--- config.mk ---
export PLATFORM = sky130hd
export DESIGN_NAME = lles_queue
export DESIGN_NICKNAME = d
export VERILOG_FILES = /design/src/rtl/lles_pkg.sv /design/src/rtl/lles_queue.sv
export SDC_FILE = /design/constraint.sdc
export NUM_CORES = 1
export LEC_CHECK = 0
export BUFFER_PORTS_ARGS = -buffer_cell sky130_fd_sc_hd__buf_4
export CAP_MARGIN = 20
export CORE_MARGIN = 2
export CORE_UTILIZATION = 35
export CTS_CLUSTER_DIAMETER = 50
export DETAILED_ROUTE_END_ITERATION = 16
export PLACE_DENSITY = 0.68
export SKIP_LAST_GASP = 1
export SLEW_MARGIN = 20
export SYNTH_ARGS = -nofsm -noshare
export SYNTH_HDL_FRONTEND = slang
export SYNTH_SLANG_ARGS = --single-unit
export TNS_END_PERCENT = 50
--- constraint.sdc ---
create_clock -name clk -period 3.75 [get_ports clk]
set_input_delay 0.375 -clock clk [delete_from_list [all_inputs] [get_ports clk]]
set_output_delay 0.375 -clock clk [all_outputs]
set_load 0.05 [all_outputs]
--- src/rtl/lles_pkg.sv ---
// Types, codes and default sizes of the ladder scan engine.
`default_nettype none
package lles_pkg;

  localparam int RUNG_MAX_DEF      = 32;
  localparam int COLUMNS_DEF       = 12;
  localparam int MARKER_COUNT_DEF  = 1024;
  localparam int TIMER_COUNT_DEF   = 64;
  localparam int COUNTER_COUNT_DEF = 64;
  localparam int IO_POINTS_DEF     = 16;

  localparam int          LINK_BITS = 32;
  localparam int          Q_DEPTH   = 2;
  localparam logic [15:0] CNT_MAX   = 16'hFFFF;

  typedef enum logic [3:0] {
    OP_WR_IN = 4'd0,
    OP_READ  = 4'd1,
    OP_SCAN  = 4'd2,
    OP_EMPTY = 4'd3,
    OP_HLINE = 4'd4,
    OP_XIC   = 4'd5,
    OP_XIO   = 4'd6,
    OP_OTE   = 4'd7,
    OP_SET   = 4'd8,
    OP_RST   = 4'd9,
    OP_TON   = 4'd10,
    OP_CTU   = 4'd11,
    OP_RES   = 4'd12,
    OP_END   = 4'd13
  } op_e;

  typedef enum logic [2:0] {
    KIND_X = 3'd0,
    KIND_Y = 3'd1,
    KIND_M = 3'd2,
    KIND_T = 3'd3,
    KIND_C = 3'd4
  } kind_e;

  typedef struct packed {
    logic [3:0]  opcode;
    logic [2:0]  device_kind;
    logic [9:0]  device_index;
    logic [4:0]  rung_index;
    logic [3:0]  column;
    logic        first_in_rung;
    logic [31:0] source_rung_mask;
    logic [15:0] preset;
    logic        input_value;
  } in_item_t;

  typedef struct packed {
    logic power_out;
    logic cell_active;
    logic read_value;
    logic ignored;
  } out_item_t;

  // Classified cell as handed from the front to the back.
  typedef struct packed {
    in_item_t item;
    logic     io_ok;
    logic     hit_x;
    logic     hit_y;
    logic     hit_m;
    logic     hit_t;
    logic     hit_c;
    logic     link_ok;
  } cmd_t;

  typedef struct packed {
    logic [15:0] count;
    logic        running;
    logic        finished;
  } tmr_rec_t;

  typedef struct packed {
    logic [15:0] count;
    logic        finished;
    logic        prev;
  } ctr_rec_t;

endpackage
`default_nettype wire

--- src/rtl/lles_queue.sv ---
// Two-entry queue between the front end and the execution back end.
`default_nettype none
module lles_queue import lles_pkg::*; (
  input  logic clk,
  input  logic rst_n,
  input  cmd_t push_data,
  input  logic push_valid,
  output logic push_ready,
  output cmd_t pop_data,
  output logic pop_valid,
  input  logic pop
);

  cmd_t       q_r [Q_DEPTH];
  logic       wr_ptr_r;
  logic       rd_ptr_r;
  logic [1:0] cnt_r;
  logic       push;

  assign push_ready = cnt_r != 2'(Q_DEPTH);
  assign push       = push_valid && push_ready;
  assign pop_valid  = cnt_r != 2'd0;
  assign pop_data   = q_r[rd_ptr_r];

  always_ff @(posedge clk) begin
    if (!rst_n) begin
      wr_ptr_r <= 1'b0;
      rd_ptr_r <= 1'b0;
      cnt_r    <= 2'd0;
    end else begin
      if (push) begin
        wr_ptr_r <= !wr_ptr_r;
      end
      if (pop) begin
        rd_ptr_r <= !rd_ptr_r;
      end
      if (push && !pop) begin
        cnt_r <= cnt_r + 2'd1;
      end else if (pop && !push) begin
        cnt_r <= cnt_r - 2'd1;
      end
    end
  end

  always_ff @(posedge clk) begin
    if (push) begin
      q_r[wr_ptr_r] <= push_data;
    end
  end

endmodule
`default_nettype wire

### After elaboration in Yosys (flattened, before gate mapping)

Memories as Yosys holds them, arrays and structs flattened. A register that Yosys moved wholly into a read port is not among the register bits.
Cells that the tools add are included.

| operators by class | value |
|---|---|
| shifts and indexed selects | 0 |
| equal/unequal tests | 1 |
| $add $sub $neg | 2 |
| reductions and logical operators | 9 |
| magnitude comparators | 0 |
| bitwise gates (word level) | 0 |
| multiplexer cells | 6 |
| multiply operators | 0 |
| divide/modulo/power cells | 0 |

Operators by type and width:

| cell | count |
|---|---|
| zero test 1 bit | 4 |
| 2-to-1 mux 1 bit | 4 |
| 2-to-1 mux 2 bit | 2 |
| nonzero test 2 bit | 2 |
| logical AND 1 bit | 3 |
| adder 2 x 1 -> 2 bit (second input constant) | 1 |
| inequality test 2 bit (second input constant) | 1 |
| subtractor 2 x 1 -> 2 bit (second input constant) | 1 |

| storage, ports and cells | value |
|---|---|
| word-level logic and storage cells | 22 |
| RAM bits | 166 |
| latch bits | 0 |
| bits in registers | 4 |
| input port bits | 87 |
| memories kept | 1 |
| bits in read-only memories | 0 |
| output and inout bits | 85 |

Memories:

| name | words | width | read ports | clocked after Yosys merged registers in | wr ports | RTL line | RTL |
|---|---|---|---|---|---|---|---|
| q_r | 2 | 83 | 1 | 1 | 1 | lles_queue.sv:14 | `cmd_t q_r [Q_DEPTH];` |

### Logic depth before layout (Yosys ltp)

| depth | value |
|---|---|
| word-level depth | 6 |
| mapped depth | 6 |
| gate-level depth less buffers | 6 |

### Worst setup path after synthesis

OpenSTA, ideal clock, no wires.

| timing path | value |
|---|---|
| kind | reg-to-reg |
| start point | reg cnt_r[0] |
| end point | mem q_r[1][0] in the netlist's numbering (enable) |
| data required time | 3.299 ns |
| path buffers | 0 |
| cell stages (with the launch flop) | 3 |
| setup time | 0.451 ns |
| clock period less this slack | 3.091 ns |
| setup slack | 0.659 ns |
| arrival time | 2.640 ns |
| path through | dfxtp_1 nand2b_4 and3_1 |

| between the ends | value |
|---|---|
| cells in the longest elaborated chain, start to end | 4 |

RTL lines:

| what | RTL line | RTL |
|---|---|---|
| from (decl) | lles_queue.sv:17 | `logic [1:0] cnt_r;` |
| from (signal assigned) | lles_queue.sv:38 | `cnt_r <= cnt_r + 2'd1;` |
| from (signal assigned) | lles_queue.sv:40 | `cnt_r <= cnt_r - 2'd1;` |
| inequality test 2 bit | lles_queue.sv:20 | `assign push_ready = cnt_r != 2'(Q_DEPTH);` |
| named net push_ready | lles_queue.sv:8 | `output logic push_ready,` |
| logical AND 1 bit | lles_queue.sv:21 | `assign push = push_valid && push_ready;` |
| 2-to-1 mux 1 bit | lles_queue.sv:46 | `if (push) begin` |
| 2-to-1 mux 1 bit (implied by the code) | lles_queue.sv:47 | `q_r[wr_ptr_r] <= push_data;` |
| to (decl) | lles_queue.sv:14 |  |

The timed path passes the listed nets, and every way through them passes these cells.

==> flow_summary_export.csv <==
group,metric,value,unit
status,status,"finished clean",
detailed_routing,drcViolationCount,0,
sta,hold_viol,0,
die,coreArea,17400,um^2
sta,fin_setup_tns,0,ns
detailed_routing,vias,3175,
die,dieArea,18900,um^2
clocking,clock-sinks,171,
cells_and_area,n_fill_cell,1475,
sta,clock_skew,0.00673,ns
placement,io_buffers,171,
yosys,ys_ff_latch,171,
detailed_routing,wl,11.7,mm
clocking,clk_latency,0.41,ns
global_route,grt_pass1_wl,17.0,mm
sta,period_needed,2.43,ns
detailed_routing,first_iter_violations,181,
clocking,ctsResizeCount,0,
die,die_x,138,um
yosys,syn_area,6250,um^2
yosys,yosysWarningCount,0,
clocking,clockBufferDepth,2,
die,start_util,36.0,%
die,ios,172,
clocking,cts_setup_buffers,0,
cells_and_area,layout_common_cells,"buf_4 (173), edfxtp_1 (166), mux2_2 (83), clkbuf_16 (17), clkbuf_1 (6)",
cells_and_area,syn_to_final_growth,33.2,%
critical_path,ff2ff_setup_slack,1.69,ns
cells_and_area,final_common_cell,"buf_4",
yosys,synth.distinct_cells,20,
global_route,antenna_found_initial,0,
sta,slew-limit-headroom,31.5,%
die,die_y,138,um
placement,dpl.hpwl,7.49,mm
sta,finalCritPeriodShare,64.8,%
cells_and_area,diodes,0,
clocking,cts_hold_buf,0,
cells_and_area,multi_input_area,1070,um^2
yosys,syn_area_per_cell,22.2,um^2
global_route,grt_max_degree,84,
power_and_ir_drop,peakVddDrop,395,uV
sta,setup_viol,0,
critical_path,endpoint_kind,"output port",
clocking,cts_tree,"yes",
sta,slew_violations,0,
global_route,grtUsageTotal,12.2,%
clocking,htree_levels,4,
cells_and_area,drive_gt1_share,60.4,%
sta,fin_ws,1.32,ns
clocking,numCtsBuffers,17,
sta,fmax,412,MHz
critical_path,start_kind,"register",
placement,gp_congestion,0.675,
cells_and_area,register_area,5090,um^2
critical_path,path_cells,"buf_12 -> mux2_2 -> buf_4",
cells_and_area,final_util,48.0,%
run,maxCapViolCount,0,
detailed_routing,dr.pass1.iters,4,
detailed_routing,route.detailed.wl_per_inst,16.7,um
die,row_count,48,
clocking,clk_pin_slew,0.07,ns
sta,max_slew.worst_pin.slew,1.03,ns
sta,rsz0062_at_grt,"false",
power_and_ir_drop,leakage,0.00308,uW
cells_and_area,nNetsFinal,555,
clocking,cts-root-buf,"clkbuf_16",
yosys,synthCells,282,
sta,timing.hold.ws,0.145,ns
global_route,overflow,0,
worst_hold_path,min_path_type,"primary input to register",
critical_path,worst_ep_arrival_time,2.06,ns
placement,place_ws,1.59,ns
critical_path,cp_slowest_cell,"dfxtp_4",
critical_path,critPathKind,"register to output port",
critical_path,critPathMaxFanout,42,
yosys,syn-num-nets,370,
critical_path,r2r_start,"cnt_r[0]$_SDFFE_PN0P_",
critical_path,max_stage_delay,0.73,ns
yosys,yosysSeqAreaShare,81.3,%
critical_path,worstPathRequired,3.38,ns
worst_hold_path,min_from,"push_data[80]",
detailed_routing,postRouteAntennaNets,0,
detailed_routing,via_per_inst,4.50,
power_and_ir_drop,power_density,615,nW/um^2
power_and_ir_drop,p_total,5120,uW
global_route,first_global_vias,3380,
-- layout make-up --
| type | count | area share [%] |
|---|---|---|
| timing repair buffer | 175 | 16.1 |
| clock inverter | 8 | 0.887 |
| tap | 225 | 3.38 |
| multi-input combinational | 100 | 12.9 |
| sequential | 171 | 61.1 |
| inverter | 2 | 0.105 |
| clock buffer | 24 | 5.54 |
-- critical path, delay by kind of cell, from the launching register on --
family   cells  cell delay, ns
flops        1            0.73
buf+inv      2            0.50
mux          1            0.38
-- synthesized netlist by cell type --
library cell,n,share of area (%)
edfxtp_1,166,80
mux2_2,83,15
buf_6,7,1.3
dfxtp_1,5,1.6
and2_1,4,0.40
inv_1,2,0.12
xor2_1,2,0.28
a21bo_2,1,0.16
a21boi_0,1,0.12
a21boi_1,1,0.12
and3_1,1,0.10
buf_2,1,0.080
buf_4,1,0.12
ha_1,1,0.20
nand2b_4,1,0.22
nand3b_1,1,0.12
o21ai_0,1,0.080
or2_2,1,0.10
or3_1,1,0.10
xnor2_1,1,0.14
-- cells by family (layout without fill, tap and decap cells) --
logic type | count (synthesis) | in the layout | share of synthesized area (%)
flip-flops | 171 | 171 | 81.3
multiplexers | 83 | 83 | 14.9
buffers and inverters | 11 | 209 | 1.58
AND/OR/NAND/NOR | 9 | 9 | 1.04
AO/OA/AOI/OAI | 4 | 4 | 0.480
XOR/XNOR | 3 | 3 | 0.420
adder cells (fa/ha/maj) | 1 | 1 | 0.200
-- state kept, by name, summed over array words and instances (netlist names), named ones only --
name	count
cnt_r	2
rd_ptr_r	1
q_r	166
wr_ptr_r	1
-- layer usage --
metal | up-vias | global-route usage, % | share of wire, %
met5 | - | 0 | 0
met4 | 0 | 4.64 | 1.5
met3 | 11 | 3.86 | 6.1
met2 | 100 | 20.9 | 52
met1 | 1585 | 14.3 | 40
li1 | 1479 | - | -
-- stage by stage --
step	std cells	area, um^2
after floorplan	282	6250
after global placement	672	7770
after detailed placement	672	7770
after CTS	704	8310
after global routing	705	8330
final	705	8330
-- where the power goes --
part | internal [uW] | leakage (uW) | switching (uW)
logic | 389 | 0.00123 | 755
clock network | 929 | 0.000258 | 670
registers | 2320 | 0.00159 | 63.3
total | 3640 | 0.00308 | 1490
-- worst paths after layout --
| path | endpoint | cells past startpoint |
|---|---|---|
| setup / recovery | pop_data[5] | 3 |
| hold / removal | q_r[0][80]$_DFFE_PP_ | 1 |
| setup reg to reg | q_r[1][51]$_DFFE_PP_ | 3 |
| hold reg to reg | cnt_r[1]$_SDFFE_PN0P_ | 2 |
No activity file was read; power rests on OpenSTA's default activity.
