### src/rtl/lles_pkg.sv
// Types, codes and default sizes of the ladder scan engine.
`default_nettype none
package lles_pkg;

  localparam int RUNG_MAX_DEF      = 32;
  localparam int COLUMNS_DEF       = 12;
  localparam int MARKER_COUNT_DEF  = 1024;
  localparam int TIMER_COUNT_DEF   = 64;
  localparam int COUNTER_COUNT_DEF = 64;
  localparam int IO_POINTS_DEF     = 16;

  localparam int          LINK_BITS = 32;
  localparam int          Q_DEPTH   = 2;
  localparam logic [15:0] CNT_MAX   = 16'hFFFF;

  typedef enum logic [3:0] {
    OP_WR_IN = 4'd0,
    OP_READ  = 4'd1,
    OP_SCAN  = 4'd2,
    OP_EMPTY = 4'd3,
    OP_HLINE = 4'd4,
    OP_XIC   = 4'd5,
    OP_XIO   = 4'd6,
    OP_OTE   = 4'd7,
    OP_SET   = 4'd8,
    OP_RST   = 4'd9,
    OP_TON   = 4'd10,
    OP_CTU   = 4'd11,
    OP_RES   = 4'd12,
    OP_END   = 4'd13
  } op_e;

  typedef enum logic [2:0] {
    KIND_X = 3'd0,
    KIND_Y = 3'd1,
    KIND_M = 3'd2,
    KIND_T = 3'd3,
    KIND_C = 3'd4
  } kind_e;

  typedef struct packed {
    logic [3:0]  opcode;
    logic [2:0]  device_kind;
    logic [9:0]  device_index;
    logic [4:0]  rung_index;
    logic [3:0]  column;
    logic        first_in_rung;
    logic [31:0] source_rung_mask;
    logic [15:0] preset;
    logic        input_value;
  } in_item_t;

  typedef struct packed {
    logic power_out;
    logic cell_active;
    logic read_value;
    logic ignored;
  } out_item_t;

  // Classified cell as handed from the front to the back.
  typedef struct packed {
    in_item_t item;
    logic     io_ok;
    logic     hit_x;
    logic     hit_y;
    logic     hit_m;
    logic     hit_t;
    logic     hit_c;
    logic     link_ok;
  } cmd_t;

  typedef struct packed {
    logic [15:0] count;
    logic        running;
    logic        finished;
  } tmr_rec_t;

  typedef struct packed {
    logic [15:0] count;
    logic        finished;
    logic        prev;
  } ctr_rec_t;

endpackage
`default_nettype wire

### src/rtl/lles_if.sv
// Valid/ready channel interfaces for cells in and results out.
`default_nettype none
interface lles_in_if;
  import lles_pkg::*;
  logic     valid;
  logic     ready;
  in_item_t data;
  modport source (output valid, output data, input ready);
  modport sink (input valid, input data, output ready);
endinterface

`default_nettype wire

### src/rtl/lles_front.sv
// Front end: accepts cell beats and classifies device and rung ranges.
`default_nettype none
module lles_front import lles_pkg::*; #(
  parameter int RUNG_MAX      = RUNG_MAX_DEF,
  parameter int COLUMNS       = COLUMNS_DEF,
  parameter int MARKER_COUNT  = MARKER_COUNT_DEF,
  parameter int TIMER_COUNT   = TIMER_COUNT_DEF,
  parameter int COUNTER_COUNT = COUNTER_COUNT_DEF,
  parameter int IO_POINTS     = IO_POINTS_DEF
) (
  input  logic       clk,
  input  logic       rst_n,
  lles_in_if.sink    in_ch,
  input  logic       busy,
  output cmd_t       cmd,
  output logic       cmd_valid,
  input  logic       cmd_ready
);

  logic v_r;
  cmd_t cmd_r;
  cmd_t cls;
  logic accept;

  assign in_ch.ready = !busy && (!v_r || cmd_ready);
  assign accept      = in_ch.valid && in_ch.ready;
  assign cmd         = cmd_r;
  assign cmd_valid   = v_r;

  always_comb begin
    cls.item    = in_ch.data;
    cls.io_ok   = 32'(in_ch.data.device_index) < IO_POINTS;
    cls.hit_x   = (in_ch.data.device_kind == KIND_X) && cls.io_ok;
    cls.hit_y   = (in_ch.data.device_kind == KIND_Y) && cls.io_ok;
    cls.hit_m   = (in_ch.data.device_kind == KIND_M) &&
                  (32'(in_ch.data.device_index) < MARKER_COUNT);
    cls.hit_t   = (in_ch.data.device_kind == KIND_T) &&
                  (32'(in_ch.data.device_index) < TIMER_COUNT);
    cls.hit_c   = (in_ch.data.device_kind == KIND_C) &&
                  (32'(in_ch.data.device_index) < COUNTER_COUNT);
    cls.link_ok = (32'(in_ch.data.rung_index) < RUNG_MAX) &&
                  (32'(in_ch.data.column) < COLUMNS);
  end

  always_ff @(posedge clk) begin
    if (!rst_n) begin
      v_r <= 1'b0;
    end else if (accept) begin
      v_r <= 1'b1;
    end else if (cmd_ready) begin
      v_r <= 1'b0;
    end
  end

  always_ff @(posedge clk) begin
    if (accept) begin
      cmd_r <= cls;
    end
  end

endmodule
`default_nettype wire

### src/flat_wrapper.sv
// flat-port wrapper written by rule: the top's interface ports become plain ports
module lles_front_flat import lles_pkg::*;
#(
  parameter int RUNG_MAX      = RUNG_MAX_DEF,
  parameter int COLUMNS       = COLUMNS_DEF,
  parameter int MARKER_COUNT  = MARKER_COUNT_DEF,
  parameter int TIMER_COUNT   = TIMER_COUNT_DEF,
  parameter int COUNTER_COUNT = COUNTER_COUNT_DEF,
  parameter int IO_POINTS     = IO_POINTS_DEF
)
  (clk, rst_n, busy, cmd, cmd_valid, cmd_ready, in_ch_valid, in_ch_data, in_ch_ready);
  lles_in_if in_ch_i ();
  input  logic clk;
  input  logic rst_n;
  input  logic busy;
  output cmd_t cmd;
  output logic cmd_valid;
  input  logic cmd_ready;
  input wire logic [$bits(in_ch_i.valid)-1:0] in_ch_valid;
  input wire logic [$bits(in_ch_i.data)-1:0] in_ch_data;
  output wire logic [$bits(in_ch_i.ready)-1:0] in_ch_ready;
  assign in_ch_i.valid = in_ch_valid;
  assign in_ch_i.data = in_ch_data;
  assign in_ch_ready = in_ch_i.ready;
  lles_front #(.RUNG_MAX(RUNG_MAX), .COLUMNS(COLUMNS), .MARKER_COUNT(MARKER_COUNT), .TIMER_COUNT(TIMER_COUNT), .COUNTER_COUNT(COUNTER_COUNT), .IO_POINTS(IO_POINTS)) u_core (.clk(clk), .rst_n(rst_n), .in_ch(in_ch_i), .busy(busy), .cmd(cmd), .cmd_valid(cmd_valid), .cmd_ready(cmd_ready));
endmodule
### config.mk
export PLATFORM = sky130hd
export DESIGN_NAME = lles_front_flat
export DESIGN_NICKNAME = d
export VERILOG_FILES = /design/src/rtl/lles_pkg.sv /design/src/rtl/lles_if.sv /design/src/rtl/lles_front.sv /design/src/flat_wrapper.sv
export SDC_FILE = /design/constraint.sdc
export NUM_CORES = 1
export LEC_CHECK = 0
export BUFFER_PORTS_ARGS = -buffer_cell sky130_fd_sc_hd__buf_2
export CAP_MARGIN = 20
export CORE_ASPECT_RATIO = 0.9
export CORE_MARGIN = 5
export CORE_UTILIZATION = 43
export CTS_BUF_LIST = sky130_fd_sc_hd__clkbuf_8
export CTS_CLUSTER_SIZE = 40
export DETAILED_ROUTE_END_ITERATION = 8
export PLACE_DENSITY = 0.81
export SLEW_MARGIN = 15
export SYNTH_ARGS = -nofsm -noshare
export SYNTH_HDL_FRONTEND = slang
export SYNTH_SLANG_ARGS = --single-unit
### constraint.sdc
create_clock -name clk -period 5.4 [get_ports clk]
set_clock_uncertainty 0.15 [all_clocks]
set_input_delay 0.27 -clock clk [delete_from_list [all_inputs] [get_ports clk]]
set_output_delay 0.27 -clock clk [all_outputs]
set_load 0.01 [all_outputs]
After elaboration in Yosys (flattened, before gate mapping) --
Index checks and enable logic that the tools add are counted.
Storage, ports and cells: bits in registers 84, latch bits 0, RAM bits 0, bits in read-only memories 0, output and inout port bits 85, memories 0
Cells by class: $add $sub $neg 0, $mul 0, div/mod/pow operators 0, order comparisons 3, equality and inequality tests 4, shift-type cells 0, multiplexer cells 2, bitwise operators 0, reduce and logical (&&, ||, !) cells 11
Operators with widths (count):
- $lt 10x5->1 const B | 1
- $lt 10x7->1 const B | 1
- $eq 3x2->1 const B | 2
- $logic_and 1x1->1 | 6
- $lt 4x4->1 const B | 1
- $eq 3x1->1 const B | 1
- $eq 3x3->1 const B | 1
- $logic_not 3->1 | 1
- $logic_not 1->1 | 2
- $mux 1 | 2
- $reduce_bool 2->1 | 1
- $logic_or 1x1->1 | 1

Longest topological paths before layout --
Gate-level depths: netlist of run 1.
depth after elaboration 5, depth in mapped cells 2

Worst setup path before layout of run 1 --
Ideal clock, no wire load.
path kind reg2reg, start reg u_core.v_r (netlist: u_core.cmd_valid), end reg u_core.cmd_r (netlist bit u_core.cmd[0]) (enable), setup time 525 ps, data arrival time 3943 ps, data required time 4725 ps, slack 782 ps, cell stages (with the launch flop) 3, clock period less this slack 4618 ps, cells stage by stage dfxtp_1 > nor2b_1 > nor2_1
On the way: cells in the longest elaborated chain, start to end 4
RTL lines:
- start, declared | line lles_front.sv:20 | logic v_r;
- start signal, assigned | line lles_front.sv:47 | v_r <= 1'b0;
- start signal, assigned | line lles_front.sv:49 | v_r <= 1'b1;
- start signal, assigned | line lles_front.sv:51 | v_r <= 1'b0;
- $logic_not 1->1 | line lles_front.sv:25 | assign in_ch.ready = !busy && (!v_r || cmd_ready);
- $logic_or 1x1->1 | line lles_front.sv:25
- $logic_and 1x1->1 | line lles_front.sv:25
- $logic_and 1x1->1 | line lles_front.sv:26 | assign accept = in_ch.valid && in_ch.ready;
- via u_core.accept | line lles_front.sv:23 | logic accept;
- end signal, assigned | line lles_front.sv:57 | cmd_r <= cls;
- end, declared | line lles_front.sv:21 | cmd_t cmd_r;
The timed path passes the listed nets, and every way through them passes these cells. A chain may end at the register's enable or synchronous reset.

Worst setup path in the final report of run 1 --
start reg u_core.v_r (netlist: u_core.cmd_valid), end reg u_core.cmd_r (netlist bit u_core.cmd[15]) (enable)
Same word-level chain as after synthesis.

==> flow_summary.ini, run 1 <==
[place]
dp_cells = 339
gp_congestion = 0.806
port_buffers = 165
hpwlAfterDp_mm = 4.70
post-place-ws_ns = 2.99

[run]
cap_violations = 0

[synthesis]
synth_async_sr_flop_share_pct = 0
yosysMostFrequentCell = edfxtp_1
syn_area_sq_mm = 0.00262
synth_ff_type = edfxtp_1
synth_edf_count = 83
synth_common_cells = edfxtp_1 (83), nor3_1 (4), inv_1 (2), nand2b_1 (2), nor2_1 (2)
yosysSeqAreaShare_pct = 96.0
synth_warnings = 0
syn_inst = 101
ys_types = 13
yosys.area.top_type_share_pct = 95.2
ys_seq_elements = 84
netlist_top_cells_area = edfxtp_1 (95%), dfxtp_1 (0.76%), nor3_1 (0.76%)
synth.largest_area_cell = edfxtp_1
syn_area_per_cell_sq_um = 25.9
synth_nets = 182

[timing]
setup_viol = 0
final_hold_viol_count = 0
tns_ns = 0
timing.final.ws_setup_ns = 3.03
fin_crit_sh_pct = 44.0
max_freq_mhz = 421
tightest_slew_ns = 0.762
finalCriticalPeriod_ns = 2.37
rsz0062_at_grt = false
final_max_slew_viol_count = 0
relSlewSlack_pct = 49.1

[detailed_routing]
drt-pass1-iter-count = 4
wl_mm = 8.11
ant_nets = 0
vias = 2007
drc = 0
vias_per_cell = 4.67
wl_per_cell_um = 18.9
initialDrtViolationCount = 83

[floorplanning]
dieWidth_um = 92.2
fp.coreArea_sq_mm = 0.00601
die_area_sq_mm = 0.00775
io_pins = 166
die_h_um = 84.0
start_util_pct = 43.5
row_count = 27

[finish]
nFillCells = 359
final-instance-count-excl-fill = 430
syn_to_final_growth_pct = 72.7
drive_gt1_share_pct = 51.4
nets = 434
n_antenna_cell = 0

[critical_path]
cp-end-kind = flop
path_class = reg2reg
cp-start-kind = flop
critPathMaxFanout = 56
worst-r2r-cell-count = 3
arrival_ns = 2.19
critical_path_required_ns = 5.22

[power]
total_power_mw = 1.39
power_leakage_nw = 1.89
vdd_ir_drop_max_mv = 0.307
powerDensity_mw_per_mm2 = 307

[cts]
cts_max_level = 3
path_clk_slew_ns = 0.09
cts_tree = yes
cts_buffers = 9
cts_root_buf = clkbuf_8
cts_buffer_depth = 2
clock-sinks = 84
clock_latency_ns = 0.34

[global_route]
grt_antenna_before_repair = 0
grt_usage_pct = 22.0
grt_first_pass_wirelength_mm = 12.5
gr-total-overflow = 0
grt_max_degree = 57
grt_pass1_vias = 2300

[min_path]
worstHoldPathCells = 2
hold_class = in2reg

[status]
status = finished clean
## stage by stage
step	hold slack [ns]	util [%]	instance area [sq um]
after floorplan	0.219	-	2620
after global placement	0.296	59.0	3550
after detailed placement	0.298	59.0	3550
after CTS	0.00297	75.2	4520
after global routing	0.0190	75.2	4520
final	0.0316	75.2	4520
## state kept, by name (all words and copies together), names as in the netlist
name	flops
u_core.cmd_valid	1
u_core.cmd	83
## where the power goes
group	switching, mW	total, mW	internal (mW)	leakage, nW
Clock	0.228	0.492	0.264	0.112
Sequential	0.00813	0.758	0.749	0.782
Combinational	0.0618	0.137	0.0750	1.00
Total	0.298	1.39	1.09	1.89
## cell type report
type                       count  area, sq um  area share (%)
inverter                       2         7.51           0.166
clock inverter                 7         97.6            2.16
clock buffer                   9          124            2.74
multi-input combinational     15          105            2.32
timing repair buffer         241         1580            35.0
tap                           72         90.1            1.99
sequential                    84         2510            55.6
## worst max-delay path, cell delays in order (launching register included)
cell and delay [ns]:
dfxtp_1 0.34, nor2b_1 0.18, nor2_4 0.62, buf_4 0.68
## logic make-up (layout without fill, tap and decap cells)
logic type | after synthesis | count (layout) | share of synthesized area (%)
AND/OR/NAND/NOR | 14 | 14 | 3.44
AO/OA/AOI/OAI | 1 | 1 | 0.287
flip-flops | 84 | 84 | 96.0
buffers and inverters | 2 | 259 | 0.287
## placed cells by master, fill, tap and decap left out, drive strengths merged
cell	instances
clkbuf	9
nor4	1
bufinv	2
nor2	2
nand2b	2
a21boi	1
clkinvlp	1
nand2	1
nor4b	1
dfxtp	1
inv	6
edfxtp	83
nor2b	1
buf	166
or4	2
dlygate4sd3	75
nor3	4
## timing repair
| item | CTS | global route |
|---|---|---|
| hold buffers | 75 | 0 |
| gates resized for setup | 0 | 0 |
| endpoints found under the hold margin | 75 | 0 |
| buffers inserted | 0 | 0 |
## path summary, 6_finish.rpt
path                           end        startpoint  slack [ns]
hold / removal    u_core.cmd_valid             rst_n        0.03
hold reg to reg   u_core.cmd_valid  u_core.cmd_valid        0.38
setup reg to reg    u_core.cmd[15]  u_core.cmd_valid        3.03
setup / recovery    u_core.cmd[15]  u_core.cmd_valid        3.03
## metal layers
layer	vias up	share of wire, %	track usage (%)	wire length (um)
met5	-	0	0	0
met4	0	3.7	10.7	299
met3	28	10	9.65	850
met2	133	52	37.5	4200
met1	933	34	23.1	2760
li1	913	-	-	-
Note: power is estimated with default switching activity, not from simulation.
==> inputs of run 2 (changes only) <==
--- a/config.mk
+++ b/config.mk
@@ -5,15 +5,16 @@
 export SDC_FILE = /design/constraint.sdc
 export NUM_CORES = 1
 export LEC_CHECK = 0
+export ABC_AREA = 1
 export BUFFER_PORTS_ARGS = -buffer_cell sky130_fd_sc_hd__buf_2
 export CAP_MARGIN = 20
 export CORE_ASPECT_RATIO = 0.9
 export CORE_MARGIN = 5
-export CORE_UTILIZATION = 43
+export CORE_UTILIZATION = 44
 export CTS_BUF_LIST = sky130_fd_sc_hd__clkbuf_8
 export CTS_CLUSTER_SIZE = 40
 export DETAILED_ROUTE_END_ITERATION = 8
-export PLACE_DENSITY = 0.81
+export PLACE_DENSITY = 0.82
 export SLEW_MARGIN = 15
 export SYNTH_ARGS = -nofsm -noshare
 export SYNTH_HDL_FRONTEND = slang
==> constraint.sdc (replaced) <==
create_clock -name clk -period 2.2 [get_ports clk]
set_clock_uncertainty 0.15 [all_clocks]
set_input_delay 0.11 -clock clk [delete_from_list [all_inputs] [get_ports clk]]
set_output_delay 0.11 -clock clk [all_outputs]
set_load 0.01 [all_outputs]
==> flow_summary.ini, run 2 <==
[status]
status = finished clean

[power]
powerDensity_mw_per_mm2 = 721
power_leakage_nw = 1.93
vdd_ir_drop_max_mv = 0.354

[finish]
layout.cells.most_common = buf_2
nets = 450
largest_register_ffs = 83
syn_to_final_growth_pct = 72.8
final_cell_mix = buf_2 (165), edfxtp_1 (83), dlygate4sd3_1 (78), clkbuf_8 (9), nor2_1 (8)
drive_gt1_share_pct = 50.7

[detailed_routing]
wl_per_cell_um = 20.8
ant_nets = 0
vias_per_cell = 4.69
drt-pass1-iter-count = 5
wl_mm = 9.26
vias = 2081
initialDrtViolationCount = 132
drc = 0

[critical_path]
critical_path_required_ns = 2.06
cp-start-kind = flop
path_class = reg2reg
arrival_ns = 1.34
critPathMaxFanout = 62
cp-end-kind = flop

[timing]
finalCriticalPeriod_ns = 1.48
fin_crit_sh_pct = 67.1
final_hold_viol_count = 0
tns_ns = 0
setup_viol = 0
tightest_slew_ns = 0.325
relSlewSlack_pct = 78.4
max_freq_mhz = 678
whs_ns = 0.199
rsz0062_at_grt = false
final_max_slew_viol_count = 0

[global_route]
gr-total-overflow = 0
grt_first_pass_wirelength_mm = 13.3
grt_max_degree = 63
grt_antenna_before_repair = 1
grt_usage_pct = 24.1
grt_pass1_vias = 2238

[place]
port_buffers = 165
hpwlAfterDp_mm = 5.25
gp_congestion = 0.819

[synthesis]
ys_seq_elements = 84
syn_inst = 113
ys_types = 11
syn_area_sq_mm = 0.00265
synth.largest_area_cell = edfxtp_1
netlist_top_cells_area = edfxtp_1 (94%), nand2_1 (1.1%), nor2_1 (1.1%)
syn_area_per_cell_sq_um = 23.4
synth_async_sr_flop_share_pct = 0
yosysMostFrequentCell = edfxtp_1
yosysSeqAreaShare_pct = 94.9
synth_warnings = 0
synth_common_cells = edfxtp_1 (83), nand2_1 (8), nor2_1 (8), inv_1 (6), nor2_4 (2)
yosys.area.top_type_share_pct = 94.1
synth_nets = 194
synth_edf_count = 83
synth_ff_type = edfxtp_1

[floorplanning]
dieWidth_um = 91.8
io_pins = 166
row_count = 26
die_area_sq_mm = 0.00767
die_h_um = 83.6
fp.coreArea_sq_mm = 0.00576
start_util_pct = 46.0

[cts]
clock-sinks = 84
cts-resized-gates = 0
cts_root_buf = clkbuf_8
cts_tree = yes
cts_buffer_depth = 2
cts_max_level = 3
post_cts_buffers = 0
path_clk_slew_ns = 0.08
cts_buffers = 9
clock_latency_ns = 0.34

[min_path]
hold_class = in2reg

[run]
cap_violations = 0
[run 2: cell count changes after synthesis, moves of 2 or more]
cell | previous run | this run
nand2_1 | 1 | 8
nor2_4 | 0 | 2
inv_1 | 2 | 6
nor3_1 | 4 | 1
nor2_1 | 2 | 8
nand2b_1 | 2 | 0
[run 2: area by class of cell]
cell class	count	area [sq um]
multi-input combinational	23	128
antenna	1	2.50
timing repair buffer	245	1630
inverter	6	22.5
sequential	84	2510
fill	311	1180
tap	70	87.6
clock inverter	6	65.1
clock buffer	9	124
[run 2: per-layer routing]
layer | wire (um) | GRT usage [%] | share of wire [%]
met3 | 930 | 9.74 | 10
met1 | 3030 | 24.5 | 33
met4 | 247 | 9.72 | 2.7
met5 | 0 | 0 | 0
met2 | 5050 | 43.5 | 55
[run 2: path summary, 6_finish.rpt]
check,startpoint,endpoint,slack [ns],cells after the start
worst max register to register,u_core.cmd_valid,u_core.cmd[34],0.72,4
worst max-delay path,u_core.cmd_valid,u_core.cmd[34],0.72,4
worst min-delay path,busy,u_core.cmd[44],0.20,3
worst min register to register,u_core.cmd_valid,u_core.cmd[44],0.79,4
[run 2: what timing repair did]
item	4_1_cts	5_1_grt
endpoints found under the setup margin	0	0
hold buffers	78	0
hold endpoints to repair	81	0
[run 2: where the power goes]
part	leakage (nW)	internal (mW)	total, mW	switching, mW
clock	0.0854	0.519	1.08	0.562
combinational	1.06	0.194	0.359	0.165
sequential	0.782	1.84	1.86	0.0226
[run 2: cell families (layout without fill, tap and decap cells)]
group / count (synthesis) / count (layout) / synth area share (%)
buf+inv: 6 / 266 / 0.850
compound gates: 1 / 1 / 0.189
simple gates: 22 / 22 / 4.11
flops: 84 / 84 / 94.9
other cells: 0 / 1 / 0
[run 2: through the flow]
stage          setup WS [ns]  instances  utilization, %  total power, mW  instance area, sq um
6_report               0.725        444            79.5             3.30                  4580
4_1_cts                0.751        443            79.4             3.28                  4570
2_1_floorplan         -0.777        113               -             1.97                  2660
5_1_grt                0.680        444            79.5             3.42                  4580
3_3_place_gp           0.804        350            62.6             2.12                  3600
3_5_place_dp           0.768        350            62.6             2.13                  3600
[run 2: critical path, cell delays in order, from the launching register on]
cell,delay (ns)
dfxtp_2,0.34
nand2_2,0.08
inv_2,0.05
nor3_4,0.17
buf_12,0.32
